File: src/rtl/core/bitmap_block_allocator_macros.svh
// assertion macros used by the allocator controller
`ifndef BITMAP_BLOCK_ALLOCATOR_MACROS_SVH
`define BITMAP_BLOCK_ALLOCATOR_MACROS_SVH

// same-cycle implication, sampled on clk, off during reset
`define BBA_ASSERT_NOW(lbl, a, c, msg) \
    lbl: assert property (@(posedge clk) disable iff (!rst_n) (a) |-> (c)) else $error(msg);

// next-cycle implication, sampled on clk, off during reset
`define BBA_ASSERT_NEXT(lbl, a, c, msg) \
    lbl: assert property (@(posedge clk) disable iff (!rst_n) (a) |=> (c)) else $error(msg);

`endif

File: src/rtl/core/bba_pkg.sv
// ----------------------------------------------------------------------------
// bba_pkg
// shared constants, codes and controller/datapath link types
// ----------------------------------------------------------------------------
package bba_pkg;

    localparam int WORD_BITS  = 32;
    localparam int MAX_WORDS  = 64;
    localparam int WIDX_W     = $clog2(MAX_WORDS);
    localparam int BIDX_W     = $clog2(WORD_BITS);
    localparam int NW_W       = 7;
    localparam int BS_W       = 21;
    localparam int IDX_W      = 11;
    localparam int DATA_W     = 32;
    localparam int DIV_CNT_W  = 5;

    localparam logic [1:0] CMD_ALLOC = 2'd0;
    localparam logic [1:0] CMD_FREE  = 2'd1;
    localparam logic [1:0] CMD_CLEAR = 2'd2;
    localparam logic [1:0] CMD_NONE  = 2'd3;

    localparam logic [1:0] ST_OK       = 2'd0;
    localparam logic [1:0] ST_NO_FREE  = 2'd1;
    localparam logic [1:0] ST_BAD_SIZE = 2'd2;
    localparam logic [1:0] ST_OUTSIDE  = 2'd3;

    localparam logic [1:0] CFG_NUM_WORDS  = 2'd0;
    localparam logic [1:0] CFG_BLOCK_SIZE = 2'd1;
    localparam logic [1:0] CFG_HEAP_BASE  = 2'd2;

    // commands from controller to datapath
    typedef struct packed {
        logic       latch;
        logic       srch_init;
        logic       srch_step;
        logic       div_init;
        logic       div_step;
        logic       load_word;
        logic       modify;
        logic       mul;
        logic       add;
        logic       clear;
        logic       set_stat;
        logic [1:0] stat;
    } bba_cmd_t;

    // status from datapath to controller
    typedef struct packed {
        logic [1:0] cmd;
        logic       size_bad;
        logic       in_range;
        logic       hit;
        logic       last;
        logic       div_done;
    } bba_stat_t;

endpackage

File: src/rtl/core/bitmap_block_allocator.sv
// ----------------------------------------------------------------------------
// bitmap_block_allocator
// fixed-size block allocator keeping a used-block bitmap in ram
// ----------------------------------------------------------------------------
// usage
//   request channel: drive cmd, request_size and address with start high; the
//   request is taken when start is high and busy is low. busy stays high until
//   the result has been shown.
//   result channel: done is high for exactly one cycle with status,
//   block_index, block_address, in_heap and all_free; the receiver cannot stall
//   it and must capture the result in that cycle.
//   config channel: cfg_valid/cfg_ready with cfg_index and cfg_data; always
//   ready, write only while idle.
//   sequence: clear, bad size, outside heap or unknown command go from decode
//   straight to the result; allocate scans words (one bitmap word flag per cycle)
//   and free divides (32 quotient bits, one per cycle from the serial divider),
//   then both read, modify and write the word, multiply, add and show the result.
//   one request at a time; the next may start the cycle after done.
//   reset: bitmap reads as all free through per-word valid flags, so no
//   clearing pass; search start at word 0, config registers back to their defaults.
// ----------------------------------------------------------------------------
module bitmap_block_allocator (
    input  logic                      clk,
    input  logic                      rst_n,
    input  logic                      start,
    output logic                      busy,
    input  logic [1:0]                cmd,
    input  logic [31:0]               request_size,
    input  logic [31:0]               address,
    output logic                      done,
    output logic [1:0]                status,
    output logic [bba_pkg::IDX_W-1:0] block_index,
    output logic [31:0]               block_address,
    output logic                      in_heap,
    output logic                      all_free,
    input  logic                      cfg_valid,
    output logic                      cfg_ready,
    input  logic [1:0]                cfg_index,
    input  logic [31:0]               cfg_data
);
    import bba_pkg::*;

    bba_cmd_t  ctl;
    bba_stat_t sts;

    assign cfg_ready = 1'b1;

    // controller
    bba_ctrl u_ctrl (
        .clk   (clk),
        .rst_n (rst_n),
        .start (start),
        .busy  (busy),
        .done  (done),
        .sts   (sts),
        .ctl   (ctl)
    );

    // datapath
    bba_dp u_dp (
        .clk           (clk),
        .rst_n         (rst_n),
        .ctl           (ctl),
        .sts           (sts),
        .cmd           (cmd),
        .request_size  (request_size),
        .address       (address),
        .cfg_wr        (cfg_valid && cfg_ready),
        .cfg_index     (cfg_index),
        .cfg_data      (cfg_data),
        .status        (status),
        .block_index   (block_index),
        .block_address (block_address),
        .in_heap       (in_heap),
        .all_free      (all_free)
    );

endmodule

File: src/rtl/core/bba_ram.sv
// ----------------------------------------------------------------------------
// bba_ram
// generic single-write, single-read ram with registered read data
// ----------------------------------------------------------------------------
module bba_ram #(
    parameter int WIDTH = 32,
    parameter int DEPTH = 64
) (
    input  logic                     clk,
    input  logic                     we,
    input  logic [$clog2(DEPTH)-1:0] waddr,
    input  logic [WIDTH-1:0]         wdata,
    input  logic [$clog2(DEPTH)-1:0] raddr,
    output logic [WIDTH-1:0]         rdata
);

    logic [WIDTH-1:0] mem [DEPTH];

    // write port and registered read
    always_ff @(posedge clk)
    begin
        if (we)
        begin
            mem[waddr] <= wdata;
        end
        rdata <= mem[raddr];
    end

endmodule

File: src/rtl/core/bba_dp.sv
// ----------------------------------------------------------------------------
// bba_dp
// datapath: config registers, bitmap ram with word flags, search pointer,
// serial divider and address arithmetic
// ----------------------------------------------------------------------------
module bba_dp (
    input  logic                         clk,
    input  logic                         rst_n,
    input  bba_pkg::bba_cmd_t            ctl,
    output bba_pkg::bba_stat_t           sts,
    input  logic [1:0]                   cmd,
    input  logic [31:0]                  request_size,
    input  logic [31:0]                  address,
    input  logic                         cfg_wr,
    input  logic [1:0]                   cfg_index,
    input  logic [31:0]                  cfg_data,
    output logic [1:0]                   status,
    output logic [bba_pkg::IDX_W-1:0]    block_index,
    output logic [31:0]                  block_address,
    output logic                         in_heap,
    output logic                         all_free
);
    import bba_pkg::*;

    logic [NW_W-1:0]      nw_raw_reg;
    logic [BS_W-1:0]      bs_raw_reg;
    logic [31:0]          base_reg;
    logic [1:0]           cmd_reg;
    logic [31:0]          req_reg;
    logic [31:0]          addr_reg;
    logic [WIDX_W-1:0]    start_reg;
    logic [WIDX_W-1:0]    cur_reg;
    logic [WIDX_W-1:0]    k_reg;
    logic [BS_W-1:0]      rem_reg;
    logic [31:0]          quo_reg;
    logic [DIV_CNT_W-1:0] dcnt_reg;
    logic                 ddone_reg;
    logic [WIDX_W-1:0]    word_reg;
    logic [1:0]           stat_reg;
    logic [IDX_W-1:0]     idx_reg;
    logic [31:0]          prod_reg;
    logic [31:0]          baddr_reg;
    logic [MAX_WORDS-1:0] valid_reg;
    logic [MAX_WORDS-1:0] nz_reg;
    logic [MAX_WORDS-1:0] full_reg;

    logic [NW_W-1:0]      nw;
    logic [BS_W-1:0]      bs;
    logic [32:0]          off;
    logic [32:0]          heap_bytes;
    logic [NW_W-1:0]      cur_inc;
    logic [NW_W-1:0]      start_inc;
    logic [WIDX_W-1:0]    s_eff;
    logic [BS_W:0]        trial;
    logic [BS_W:0]        trial_sub;
    logic [WORD_BITS-1:0] rd_data;
    logic [WORD_BITS-1:0] cur_word;
    logic [WORD_BITS-1:0] new_word;
    logic [BIDX_W-1:0]    free_bit;
    logic [MAX_WORDS-1:0] live_mask;
    logic                 is_alloc;

    // effective configuration
    always_comb
    begin
        if (nw_raw_reg == '0)
            nw = NW_W'(1);
        else if (nw_raw_reg > NW_W'(MAX_WORDS))
            nw = NW_W'(MAX_WORDS);
        else
            nw = nw_raw_reg;
        bs = (bs_raw_reg == '0) ? BS_W'(1) : bs_raw_reg;
    end

    // heap range test
    assign heap_bytes = {(BS_W + NW_W)'(bs * nw), 5'b0};
    assign off        = {1'b0, addr_reg} - {1'b0, base_reg};
    assign in_heap    = !off[32] && ({1'b0, off[31:0]} < heap_bytes);

    // search pointer arithmetic
    assign s_eff     = ({1'b0, start_reg} < nw) ? start_reg : '0;
    assign start_inc = {1'b0, s_eff} + NW_W'(1);
    assign cur_inc   = {1'b0, cur_reg} + NW_W'(1);

    // restoring divider step
    assign trial     = {rem_reg, quo_reg[31]};
    assign trial_sub = trial - {1'b0, bs};

    // word read-modify
    assign is_alloc = (cmd_reg == CMD_ALLOC);
    assign cur_word = valid_reg[word_reg] ? rd_data : '0;

    always_comb
    begin
        free_bit = '0;
        for (int j = WORD_BITS - 1; j >= 0; j--)
        begin
            if (!cur_word[j])
                free_bit = BIDX_W'(j);
        end
        if (is_alloc)
            new_word = cur_word | (WORD_BITS'(1) << free_bit);
        else
            new_word = cur_word & ~(WORD_BITS'(1) << idx_reg[BIDX_W-1:0]);
    end

    bba_ram #(
        .WIDTH (WORD_BITS),
        .DEPTH (MAX_WORDS)
    ) u_map (
        .clk   (clk),
        .we    (ctl.modify),
        .waddr (word_reg),
        .wdata (new_word),
        .raddr (word_reg),
        .rdata (rd_data)
    );

    // emptiness over live words
    always_comb
    begin
        for (int i = 0; i < MAX_WORDS; i++)
            live_mask[i] = (NW_W'(i) < nw);
    end
    assign all_free = ~|(nz_reg & live_mask);

    // status to controller
    assign sts.cmd      = cmd_reg;
    assign sts.size_bad = (req_reg == '0) || (req_reg > {11'b0, bs});
    assign sts.in_range = in_heap;
    assign sts.hit      = !full_reg[cur_reg];
    assign sts.last     = ({1'b0, k_reg} == (nw - NW_W'(1)));
    assign sts.div_done = ddone_reg;

    assign status        = stat_reg;
    assign block_index   = idx_reg;
    assign block_address = baddr_reg;

    // control registers
    always_ff @(posedge clk or negedge rst_n)
    begin
        if (!rst_n)
        begin
            nw_raw_reg <= NW_W'(64);
            bs_raw_reg <= BS_W'(64);
            base_reg   <= '0;
            start_reg  <= '0;
            valid_reg  <= '0;
            nz_reg     <= '0;
            full_reg   <= '0;
        end
        else
        begin
            if (cfg_wr)
            begin
                case (cfg_index)
                    CFG_NUM_WORDS:  nw_raw_reg <= cfg_data[NW_W-1:0];
                    CFG_BLOCK_SIZE: bs_raw_reg <= cfg_data[BS_W-1:0];
                    CFG_HEAP_BASE:  base_reg   <= cfg_data;
                    default:        ;
                endcase
            end
            if (ctl.srch_init)
                start_reg <= (start_inc == nw) ? '0 : start_inc[WIDX_W-1:0];
            if (ctl.clear)
            begin
                valid_reg <= '0;
                nz_reg    <= '0;
                full_reg  <= '0;
            end
            else if (ctl.modify)
            begin
                valid_reg[word_reg] <= 1'b1;
                nz_reg[word_reg]    <= (new_word != '0);
                full_reg[word_reg]  <= (new_word == '1);
            end
        end
    end

    // payload registers
    always_ff @(posedge clk)
    begin
        if (ctl.latch)
        begin
            cmd_reg   <= cmd;
            req_reg   <= request_size;
            addr_reg  <= address;
            stat_reg  <= ST_OK;
            idx_reg   <= '0;
            baddr_reg <= '0;
        end
        if (ctl.set_stat)
            stat_reg <= ctl.stat;
        if (ctl.srch_init)
        begin
            cur_reg <= s_eff;
            k_reg   <= '0;
        end
        else if (ctl.srch_step)
        begin
            cur_reg <= (cur_inc == nw) ? '0 : cur_inc[WIDX_W-1:0];
            k_reg   <= k_reg + WIDX_W'(1);
        end
        if (ctl.div_init)
        begin
            rem_reg   <= '0;
            quo_reg   <= off[31:0];
            dcnt_reg  <= '0;
            ddone_reg <= 1'b0;
        end
        else if (ctl.div_step)
        begin
            if (!trial_sub[BS_W])
            begin
                rem_reg <= trial_sub[BS_W-1:0];
                quo_reg <= {quo_reg[30:0], 1'b1};
            end
            else
            begin
                rem_reg <= trial[BS_W-1:0];
                quo_reg <= {quo_reg[30:0], 1'b0};
            end
            dcnt_reg  <= dcnt_reg + DIV_CNT_W'(1);
            ddone_reg <= (dcnt_reg == '1);
        end
        if (ctl.load_word)
        begin
            if (is_alloc)
                word_reg <= cur_reg;
            else
            begin
                word_reg <= quo_reg[WIDX_W+BIDX_W-1:BIDX_W];
                idx_reg  <= quo_reg[IDX_W-1:0];
            end
        end
        if (ctl.modify && is_alloc)
            idx_reg <= {word_reg, free_bit};
        if (ctl.mul)
            prod_reg <= 32'(idx_reg * bs);
        if (ctl.add)
            baddr_reg <= base_reg + prod_reg;
    end

endmodule

File: src/rtl/core/bba_ctrl.sv
// ----------------------------------------------------------------------------
// bba_ctrl
// controller state machine sequencing search, division and map update
// ----------------------------------------------------------------------------
`include "bitmap_block_allocator_macros.svh"

module bba_ctrl (
    input  logic               clk,
    input  logic               rst_n,
    input  logic               start,
    output logic               busy,
    output logic               done,
    input  bba_pkg::bba_stat_t sts,
    output bba_pkg::bba_cmd_t  ctl
);
    import bba_pkg::*;

    localparam logic [3:0] S_IDLE   = 4'd0;
    localparam logic [3:0] S_DECODE = 4'd1;
    localparam logic [3:0] S_SEARCH = 4'd2;
    localparam logic [3:0] S_DIV    = 4'd3;
    localparam logic [3:0] S_RDWAIT = 4'd4;
    localparam logic [3:0] S_MODIFY = 4'd5;
    localparam logic [3:0] S_MUL    = 4'd6;
    localparam logic [3:0] S_ADD    = 4'd7;
    localparam logic [3:0] S_DONE   = 4'd8;

    logic [3:0] state_reg;
    logic [3:0] state_next;

    assign busy = (state_reg != S_IDLE);
    assign done = (state_reg == S_DONE);

    // next state and command decode
    always_comb
    begin
        state_next = state_reg;
        ctl        = '0;
        case (state_reg)
            S_IDLE:
            begin
                if (start)
                begin
                    ctl.latch  = 1'b1;
                    state_next = S_DECODE;
                end
            end
            S_DECODE:
            begin
                case (sts.cmd)
                    CMD_ALLOC:
                    begin
                        if (sts.size_bad)
                        begin
                            ctl.set_stat = 1'b1;
                            ctl.stat     = ST_BAD_SIZE;
                            state_next   = S_DONE;
                        end
                        else
                        begin
                            ctl.srch_init = 1'b1;
                            state_next    = S_SEARCH;
                        end
                    end
                    CMD_FREE:
                    begin
                        if (!sts.in_range)
                        begin
                            ctl.set_stat = 1'b1;
                            ctl.stat     = ST_OUTSIDE;
                            state_next   = S_DONE;
                        end
                        else
                        begin
                            ctl.div_init = 1'b1;
                            state_next   = S_DIV;
                        end
                    end
                    CMD_CLEAR:
                    begin
                        ctl.clear  = 1'b1;
                        state_next = S_DONE;
                    end
                    default:
                    begin
                        state_next = S_DONE;
                    end
                endcase
            end
            S_SEARCH:
            begin
                if (sts.hit)
                begin
                    ctl.load_word = 1'b1;
                    state_next    = S_RDWAIT;
                end
                else if (sts.last)
                begin
                    ctl.set_stat = 1'b1;
                    ctl.stat     = ST_NO_FREE;
                    state_next   = S_DONE;
                end
                else
                begin
                    ctl.srch_step = 1'b1;
                end
            end
            S_DIV:
            begin
                if (sts.div_done)
                begin
                    ctl.load_word = 1'b1;
                    state_next    = S_RDWAIT;
                end
                else
                begin
                    ctl.div_step = 1'b1;
                end
            end
            S_RDWAIT: state_next = S_MODIFY;
            S_MODIFY:
            begin
                ctl.modify = 1'b1;
                state_next = S_MUL;
            end
            S_MUL:
            begin
                ctl.mul    = 1'b1;
                state_next = S_ADD;
            end
            S_ADD:
            begin
                ctl.add    = 1'b1;
                state_next = S_DONE;
            end
            S_DONE:   state_next = S_IDLE;
            default:  state_next = S_IDLE;
        endcase
    end

    // state register
    always_ff @(posedge clk or negedge rst_n)
    begin
        if (!rst_n)
            state_reg <= S_IDLE;
        else
            state_reg <= state_next;
    end

    // checks
    `BBA_ASSERT_NEXT(a_accept_busy, start && !busy, busy, "accepted request did not go busy")
    `BBA_ASSERT_NEXT(a_done_single, done, !done, "result strobe longer than one cycle")
    `BBA_ASSERT_NOW(a_done_busy, done, busy, "result strobe while idle")
    `BBA_ASSERT_NEXT(a_modify_once, ctl.modify, !ctl.modify, "map written twice in a row")

endmodule

File: config.mk
export PLATFORM = sky130hd
export DESIGN_NAME = bitmap_block_allocator
export DESIGN_NICKNAME = d
export VERILOG_FILES = /design/src/rtl/core/bba_pkg.sv /design/src/rtl/core/bitmap_block_allocator.sv /design/src/rtl/core/bba_ram.sv /design/src/rtl/core/bba_dp.sv /design/src/rtl/core/bba_ctrl.sv
export VERILOG_INCLUDE_DIRS = /design/src /design/src/rtl/core
export SDC_FILE = /design/constraint.sdc
export NUM_CORES = 2
export LEC_CHECK = 0
export BUFFER_PORTS_ARGS = -buffer_cell sky130_fd_sc_hd__buf_4
export CAP_MARGIN = 5
export CORE_AREA = 10 10 511 513
export CTS_BUF_LIST = sky130_fd_sc_hd__clkbuf_4 sky130_fd_sc_hd__clkbuf_8 sky130_fd_sc_hd__clkbuf_16
export CTS_CLUSTER_SIZE = 25
export DETAILED_ROUTE_END_ITERATION = 8
export DIE_AREA = 0 0 521 523
export GPL_TIMING_DRIVEN = 0
export PLACE_DENSITY_LB_ADDON = 0.2
export REMOVE_ABC_BUFFERS = 1
export SYNTH_ARGS = -nofsm -noshare
export SYNTH_HDL_FRONTEND = slang
export SYNTH_SLANG_ARGS = --single-unit
File: constraint.sdc
create_clock -name clk -period 24.9 [get_ports clk]
set_clock_uncertainty 0.1 [all_clocks]
set_input_delay 3.735 -clock clk [delete_from_list [all_inputs] [get_ports clk]]
set_output_delay 3.735 -clock clk [all_outputs]
set_load 0.05 [all_outputs]
### After elaboration in Yosys (flattened, before gate mapping)

Memories as Yosys holds them, arrays and structs flattened. A register that Yosys moved wholly into a read port is not among the register bits.
Index checks and enable logic that the tools add are counted.

| operators by class | value |
|---|---|
| $mul | 2 |
| divide/modulo/power cells | 0 |
| magnitude comparators | 71 |
| bitwise operators | 5 |
| reductions and logical operators | 24 |
| shift-type cells | 2 |
| muxes and demuxes | 106 |
| eq/ne operators | 20 |
| add/subtract/negate cells | 8 |

Operators with widths:

| kind | number |
|---|---|
| $mux 64 | 6 |
| $lt 6x7->1 const A | 32 |
| $mux 32 | 6 |
| $mux 5 | 32 |
| $bwmux 64 | 2 |
| $lt 5x7->1 const A | 16 |
| $and 64x64->64 | 1 |
| $or 64x64->64 | 1 |
| $reduce_or 64->1 | 1 |
| $shl 1x5->32 const A | 2 |
| $lt 4x7->1 const A | 8 |
| $mux 11 | 4 |
| $mux 21 | 2 |
| $mux 6 | 6 |
| $lt 32x33->1 | 1 |
| $sub 32x32->33 | 1 |
| $add 32x32->32 | 1 |
| $and 32x32->32 | 1 |
| $eq 32x32->1 const B | 1 |
| $gt 32x21->1 | 1 |
| $logic_not 32->1 | 1 |
| $mul 11x21->32 | 1 |
| $not 32->32 | 1 |
| $or 32x32->32 | 1 |
| 48 further kinds | 109 |

| word-level totals | value |
|---|---|
| output and inout bits | 50 |
| memories kept | 1 |
| input bits | 104 |
| word-level logic and storage cells | 261 |
| bits in writable memories | 2,048 |
| bits in registers | 482 |
| bits in latches | 0 |
| ROM bits | 0 |

Memories:

| memory | depth | bits a word | rd ports | clocked after Yosys merged registers in | wr ports | RTL line | source |
|---|---|---|---|---|---|---|---|
| u_dp.u_map.mem | 64 | 32 | 1 | 1 | 1 | bba_ram.sv:17 | `logic [WIDTH-1:0] mem [DEPTH];` |

### Longest topological paths before layout

| depth | value |
|---|---|
| depth after elaboration | 42 |
| gate-level depth with buffers | 38 |
| depth with buffers taken out | 34 |

### By module

A second synthesis with hierarchy kept.

| unflattened totals | value |
|---|---|
| cells, all modules | 7,495 |
| area total of the unflattened synthesis | 117,597.8 sq um |

By module, submodules not included:

| module | sequential area each (sq um) | area an instance (sq um) | cells an instance | times used |
|---|---|---|---|---|
| bba_ram | 62,139.6 | 78,515.3 | 3,324 | 1 |
| bba_dp | 12,624.6 | 38,658.3 | 4,110 | 1 |
| bba_ctrl | 100.1 | 412.9 | 59 | 1 |
| bitmap_block_allocator | 0.0 | 11.3 | 2 | 1 |

### Least setup slack after synthesis

Ideal clock, no wire load.

| timing path | value |
|---|---|
| path type | flip-flop to output port |
| from | register u_dp.nw_raw_reg[2] |
| to | output port in_heap |
| buffers on the path | 4 |
| required time | 21,065 ps |
| arrival time | 7,659 ps |
| cell stages (with the launch flop) | 30 |
| slack | 13,406 ps |
| cell sequence | dfrtp_1 > clkbuf_1 > nor2b_1 > clkbuf_1 > clkbuf_1 > buf_1 > nand2_1 > fa_1 > fa_1 > inv_1 > fa_1 > fa_1 > ha_1 > a21o_1 > a21oi_1 > nor3b_1 > nand2_1 > nor3_1 > nor4_1 > nor4_1 > o21bai_1 > a21oi_1 > xor2_1 > ha_1 > or4_1 > a2111oi_0 > and3_1 > a31o_2 > or3_1 > o311a_1 |

| on the way | value |
|---|---|
| word-level cells in the longest chain between the ends | 6 |
| elaborated cells between the ends (all ways) | 7 |
| classes of those cells | mul: 1; order compare: 2; mux: 2; reduce/logical: 2 |

RTL lines:

| element | RTL line | source |
|---|---|---|
| start: declaration | bba_dp.sv:25 | `logic [NW_W-1:0] nw_raw_reg;` |
| start signal: assignment | bba_dp.sv:157 | `CFG_NUM_WORDS: nw_raw_reg <= cfg_data[NW_W-1:0];` |
| $gt 7x7->1 | bba_dp.sv:68 | `else if (nw_raw_reg > NW_W'(MAX_WORDS))` |
| $mux 7 | bba_dp.sv:68 |  |
| $mux 7 (*) | bba_dp.sv:66 | `if (nw_raw_reg == '0)` |
| $mul 21x7->28 (*) | bba_dp.sv:76 | `assign heap_bytes = {(BS_W + NW_W)'(bs * nw), 5'b0};` |
| $lt 32x33->1 (*) | bba_dp.sv:78 | `assign in_heap = !off[32] && ({1'b0, off[31:0]} < heap_bytes);` |
| $logic_and 1x1->1 (*) | bba_dp.sv:78 |  |
| end: declaration | bitmap_block_allocator.sv:34 | `output logic in_heap,` |

Mark *: on every way between the ends. The rest lies on a longest branch, timed or not.

### Worst setup path after layout

| timing path | value |
|---|---|
| from | register u_dp.nw_raw_reg[6] |
| to | output port in_heap |

Same word-level chain as after synthesis.

==> flow_summary.json <==
{
  "run_status": "finished, final reports clean",
  "synth.top_cells.by_count": "sky130_fd_sc_hd__edfxtp_1 (2,224), sky130_fd_sc_hd__a22oi_1 (836), sky130_fd_sc_hd__nand2_1 (628), sky130_fd_sc_hd__inv_1 (397), sky130_fd_sc_hd__clkbuf_1 (369)",
  "synthMostInstantiatedCell": "sky130_fd_sc_hd__edfxtp_1",
  "via_count": 72400,
  "cts.sinks": 2562,
  "i_o_pin_count": 154,
  "grtUsageTotal_pct": 25.20,
  "post-cts-setup-buffer-count": 0,
  "synthArstFlopShare_pct": 10.23,
  "worst_skew_pair.late_latency_ps": 950,
  "ys.flop_type": "sky130_fd_sc_hd__edfxtp_1",
  "filler_cell_count": 20740,
  "hold_slack_ps": 359.5,
  "drt_pass1_iterations": 6,
  "yosys_warnings": 0,
  "drv_slew": 0,
  "critical_path_class": "reg -> out",
  "gp_congestion": 0.9030,
  "post-route-drc-count": 0,
  "slew_headroom_pct": 2.360,
  "hold_viol_final": 0,
  "floorplan.die_area_mm2": 0.2725,
  "yosysUniqueCellTypes": 89,
  "unrepaired_setup_endpoints_after_global_routing": "false",
  "timing.critical_path.required_ps": 21060,
  "layout.cell_area.non_filler_mm2": 0.1307,
  "place_area_mm2": 0.1216,
  "path_max_fanout": 44,
  "ir_worst_vdd_mv": 0.08294,
  "hold_path_depth": 2,
  "synth_seq_cells": 2562,
  "detailed_place_hpwl_um": 231500,
  "clkTransAtPathRegs_ps": 60,
  "grt_start_max_net_pins": 93,
  "multiInputGateArea_mm2": 0.03477,
  "signed_area_change_from_the_synthesized_netlist_to_the_final_layout_pct": 16.19,
  "die_width_um": 521,
  "core.rowCount": 184,
  "port_buffers": 152,
  "chipHeight_um": 523,
  "grt-ovfl-total": 0,
  "grt_pass1_wl_um": 509100,
  "synth.top_cell.area_share_pct": 59.38,
  "viasPerCell": 6.193,
  "largest_register": "u_dp.u_map.mem",
  "worst_r2r_path_depth": 27,
  "clock_tree_from_tritoncts": "built",
  "cts_max_path_buffers": 4,
  "via_count_of_the_first_global_routing_pass": 71040,
  "detail_route.wirelength_um": 352100,
  "timing.final.crit_share_pct": 57.40,
  "ctsHoldBuffers": 0,
  "worstMarginPinSlew_ps": 1458,
  "design.final.nets": 8771,
  "timing.critical_path.from_type": "register",
  "post_synth_instance_area_mm2": 0.1125,
  "syn-mean-instance-area_um2": 14.22,
  "netlist_instances": 7912,
  "drt.antenna.violating_nets": 0,
  "yosys-top-cells-area": "sky130_fd_sc_hd__edfxtp_1 (59%), sky130_fd_sc_hd__dfrtp_1 (5.8%), sky130_fd_sc_hd__a22oi_1 (5.6%), sky130_fd_sc_hd__fa_1 (4.8%), sky130_fd_sc_hd__ha_1 (2.9%)",
  "min-delay-path-class": "reg -> reg",
  "static-leakage-power_uw": 0.04677,
  "antenna_found_initial": 7,
  "fp.coreArea_mm2": 0.2505,
  "postCtsResizedCells": 0,
  "initial_utilization_pct": 44.90,
  "wire_per_inst_um": 30.12,
  "fin_setup_tns_ps": 0,
  "post_route_cells_drive_above_1_share_pct": 14.44,
  "largest_register_ff_count": 2048,
  "maxCapViolCount": 0,
  "fmax_ghz": 0.06996,
  "clockRootBuffer": "sky130_fd_sc_hd__clkbuf_16",
  "final_cell_count_no_fill": 11690,
  "cts.htree.levels": 5,
  "critical_path.endpoint_type": "output port",
  "placedCellCount": 11200,
  "critical_path_arrival_ps": 10460,
  "register_area_mm2": 0.07487,
  "synth_top_area_cell": "sky130_fd_sc_hd__edfxtp_1",
  "power-per-cell-area_mw_per_mm2": 96.24,
  "setup_viol": 0,
  "layout_min_cycle_time_ps": 14290,
  "yosysSeqAreaShare_pct": 66.56,
  "cts_made_buffers": 285,
  "synth_enable_flop_cells": 2224,
  "first_iter_violations": 8507
}
## routing by layer
metal  part of all wire, %  vias up  global-route usage (%)  wire length (um)
met1                    40    37290                   34.20            141900
met2                    47     3421                   40.24            164900
met5                0.0037        -                       0                13
met4                   5.5        2                   12.20             19430
met3                   7.3      684                   3.400             25790
li1                      -    31000                       -                 -
## final timing paths
path | slack [ps] | endpoint | startpoint
setup / recovery | 10610 | in_heap | u_dp.nw_raw_reg[6]
hold / removal | 360 | u_dp.dcnt_reg[4] | u_dp.dcnt_reg[4]
setup reg to reg | 14320 | u_dp.quo_reg[27] | u_dp.nw_raw_reg[6]
hold reg to reg | 360 | u_dp.dcnt_reg[4] | u_dp.dcnt_reg[4]
max in group asynchronous | 20460 | u_dp.bs_raw_reg[2] | rst_n
min in group asynchronous | 2800 | u_dp.valid_reg[20] | rst_n
## cell families after synthesis
| logic type | after synthesis | synth area share (%) |
|---|---|---|
| adders and majority gates | 526 | 7.633 |
| muxes | 152 | 1.759 |
| and+or+nand+nor | 1613 | 6.943 |
| buffers and inverters | 863 | 2.967 |
| DFF | 2562 | 66.56 |
| AOI/OAI and AO/OA | 2053 | 13.03 |
| other | 1 | 0.003334 |
| xor gates and xnor gates | 142 | 1.106 |
## metrics by stage
stage / power (uW) / setup WS (ps) / util [%]
3_5_place_dp: 8519 / 11660 / 48.55
2_1_floorplan: 7311 / 8771 / -
5_1_grt: 13180 / 9954 / 52.17
4_1_cts: 12640 / 10640 / 52.16
6_report: 12580 / 10610 / 52.18
3_3_place_gp: 8442 / -15090 / 46.30
## power by group
group          switching [uW]  internal (uW)
logic                    2040           1250
registers                 274           4880
clock network            1670           2450
total                    3990           8590
## placed cells by master (no fill, tap or decap), types with 39 or more instances in the layout
cell / n
sky130_fd_sc_hd__a21o_1: 39
sky130_fd_sc_hd__a21oi_1: 211
sky130_fd_sc_hd__a221oi_1: 106
sky130_fd_sc_hd__a22o_1: 99
sky130_fd_sc_hd__a22oi_1: 836
sky130_fd_sc_hd__a31oi_1: 127
sky130_fd_sc_hd__a41oi_1: 100
sky130_fd_sc_hd__and2_1: 123
sky130_fd_sc_hd__buf_12: 116
sky130_fd_sc_hd__buf_16: 75
sky130_fd_sc_hd__buf_4: 157
sky130_fd_sc_hd__clkbuf_16: 294
sky130_fd_sc_hd__clkbuf_4: 54
sky130_fd_sc_hd__clkinv_1: 49
sky130_fd_sc_hd__clkinv_2: 40
sky130_fd_sc_hd__dfrtp_1: 260
sky130_fd_sc_hd__dfxtp_1: 71
sky130_fd_sc_hd__edfxtp_1: 2224
sky130_fd_sc_hd__fa_1: 267
sky130_fd_sc_hd__ha_1: 259
sky130_fd_sc_hd__inv_1: 331
sky130_fd_sc_hd__inv_2: 65
sky130_fd_sc_hd__mux2_2: 95
sky130_fd_sc_hd__nand2_1: 625
sky130_fd_sc_hd__nand3_1: 244
sky130_fd_sc_hd__nand4_1: 98
sky130_fd_sc_hd__nor2_1: 179
sky130_fd_sc_hd__nor3_1: 57
sky130_fd_sc_hd__nor4_1: 49
sky130_fd_sc_hd__o21a_1: 45
sky130_fd_sc_hd__o21ai_0: 241
sky130_fd_sc_hd__o21ai_2: 60
sky130_fd_sc_hd__xnor2_1: 84
sky130_fd_sc_hd__xor2_1: 57
## layout make-up
| type | instances | share of cell area [%] |
|---|---|---|
| Inverter | 398 | 1.145 |
| Antenna cell | 5 | 0.009574 |
| Tap cell | 3348 | 3.205 |
| Sequential cell | 2562 | 57.29 |
| Clock buffer | 361 | 6.076 |
| Clock inverter | 122 | 0.8454 |
| Multi-Input combinational cell | 4487 | 26.60 |
| Timing Repair Buffer | 407 | 4.827 |
## worst max-delay path, cell delays in order (launching register included)
cell and delay [ps]:
sky130_fd_sc_hd__dfstp_2 670, sky130_fd_sc_hd__nor2b_4 900, sky130_fd_sc_hd__clkinv_1 720, sky130_fd_sc_hd__nor2_1 320
sky130_fd_sc_hd__fa_1 450, sky130_fd_sc_hd__inv_1 90, sky130_fd_sc_hd__fa_1 410, sky130_fd_sc_hd__fa_1 490
sky130_fd_sc_hd__inv_1 50, sky130_fd_sc_hd__fa_1 430, sky130_fd_sc_hd__ha_1 350, sky130_fd_sc_hd__a21boi_0 180
sky130_fd_sc_hd__o21ai_0 150, sky130_fd_sc_hd__a2111oi_0 680, sky130_fd_sc_hd__nor3_1 220, sky130_fd_sc_hd__nor4_1 440
sky130_fd_sc_hd__nor4_1 110, sky130_fd_sc_hd__o21bai_1 180, sky130_fd_sc_hd__a21oi_1 100, sky130_fd_sc_hd__xor2_1 150
sky130_fd_sc_hd__ha_1 210, sky130_fd_sc_hd__or4_1 550, sky130_fd_sc_hd__a2111oi_0 380, sky130_fd_sc_hd__and3_1 230
sky130_fd_sc_hd__a31o_2 160, sky130_fd_sc_hd__or3_1 140, sky130_fd_sc_hd__o311a_1 400, sky130_fd_sc_hd__buf_4 280
No activity file was read; power rests on OpenSTA's default activity.
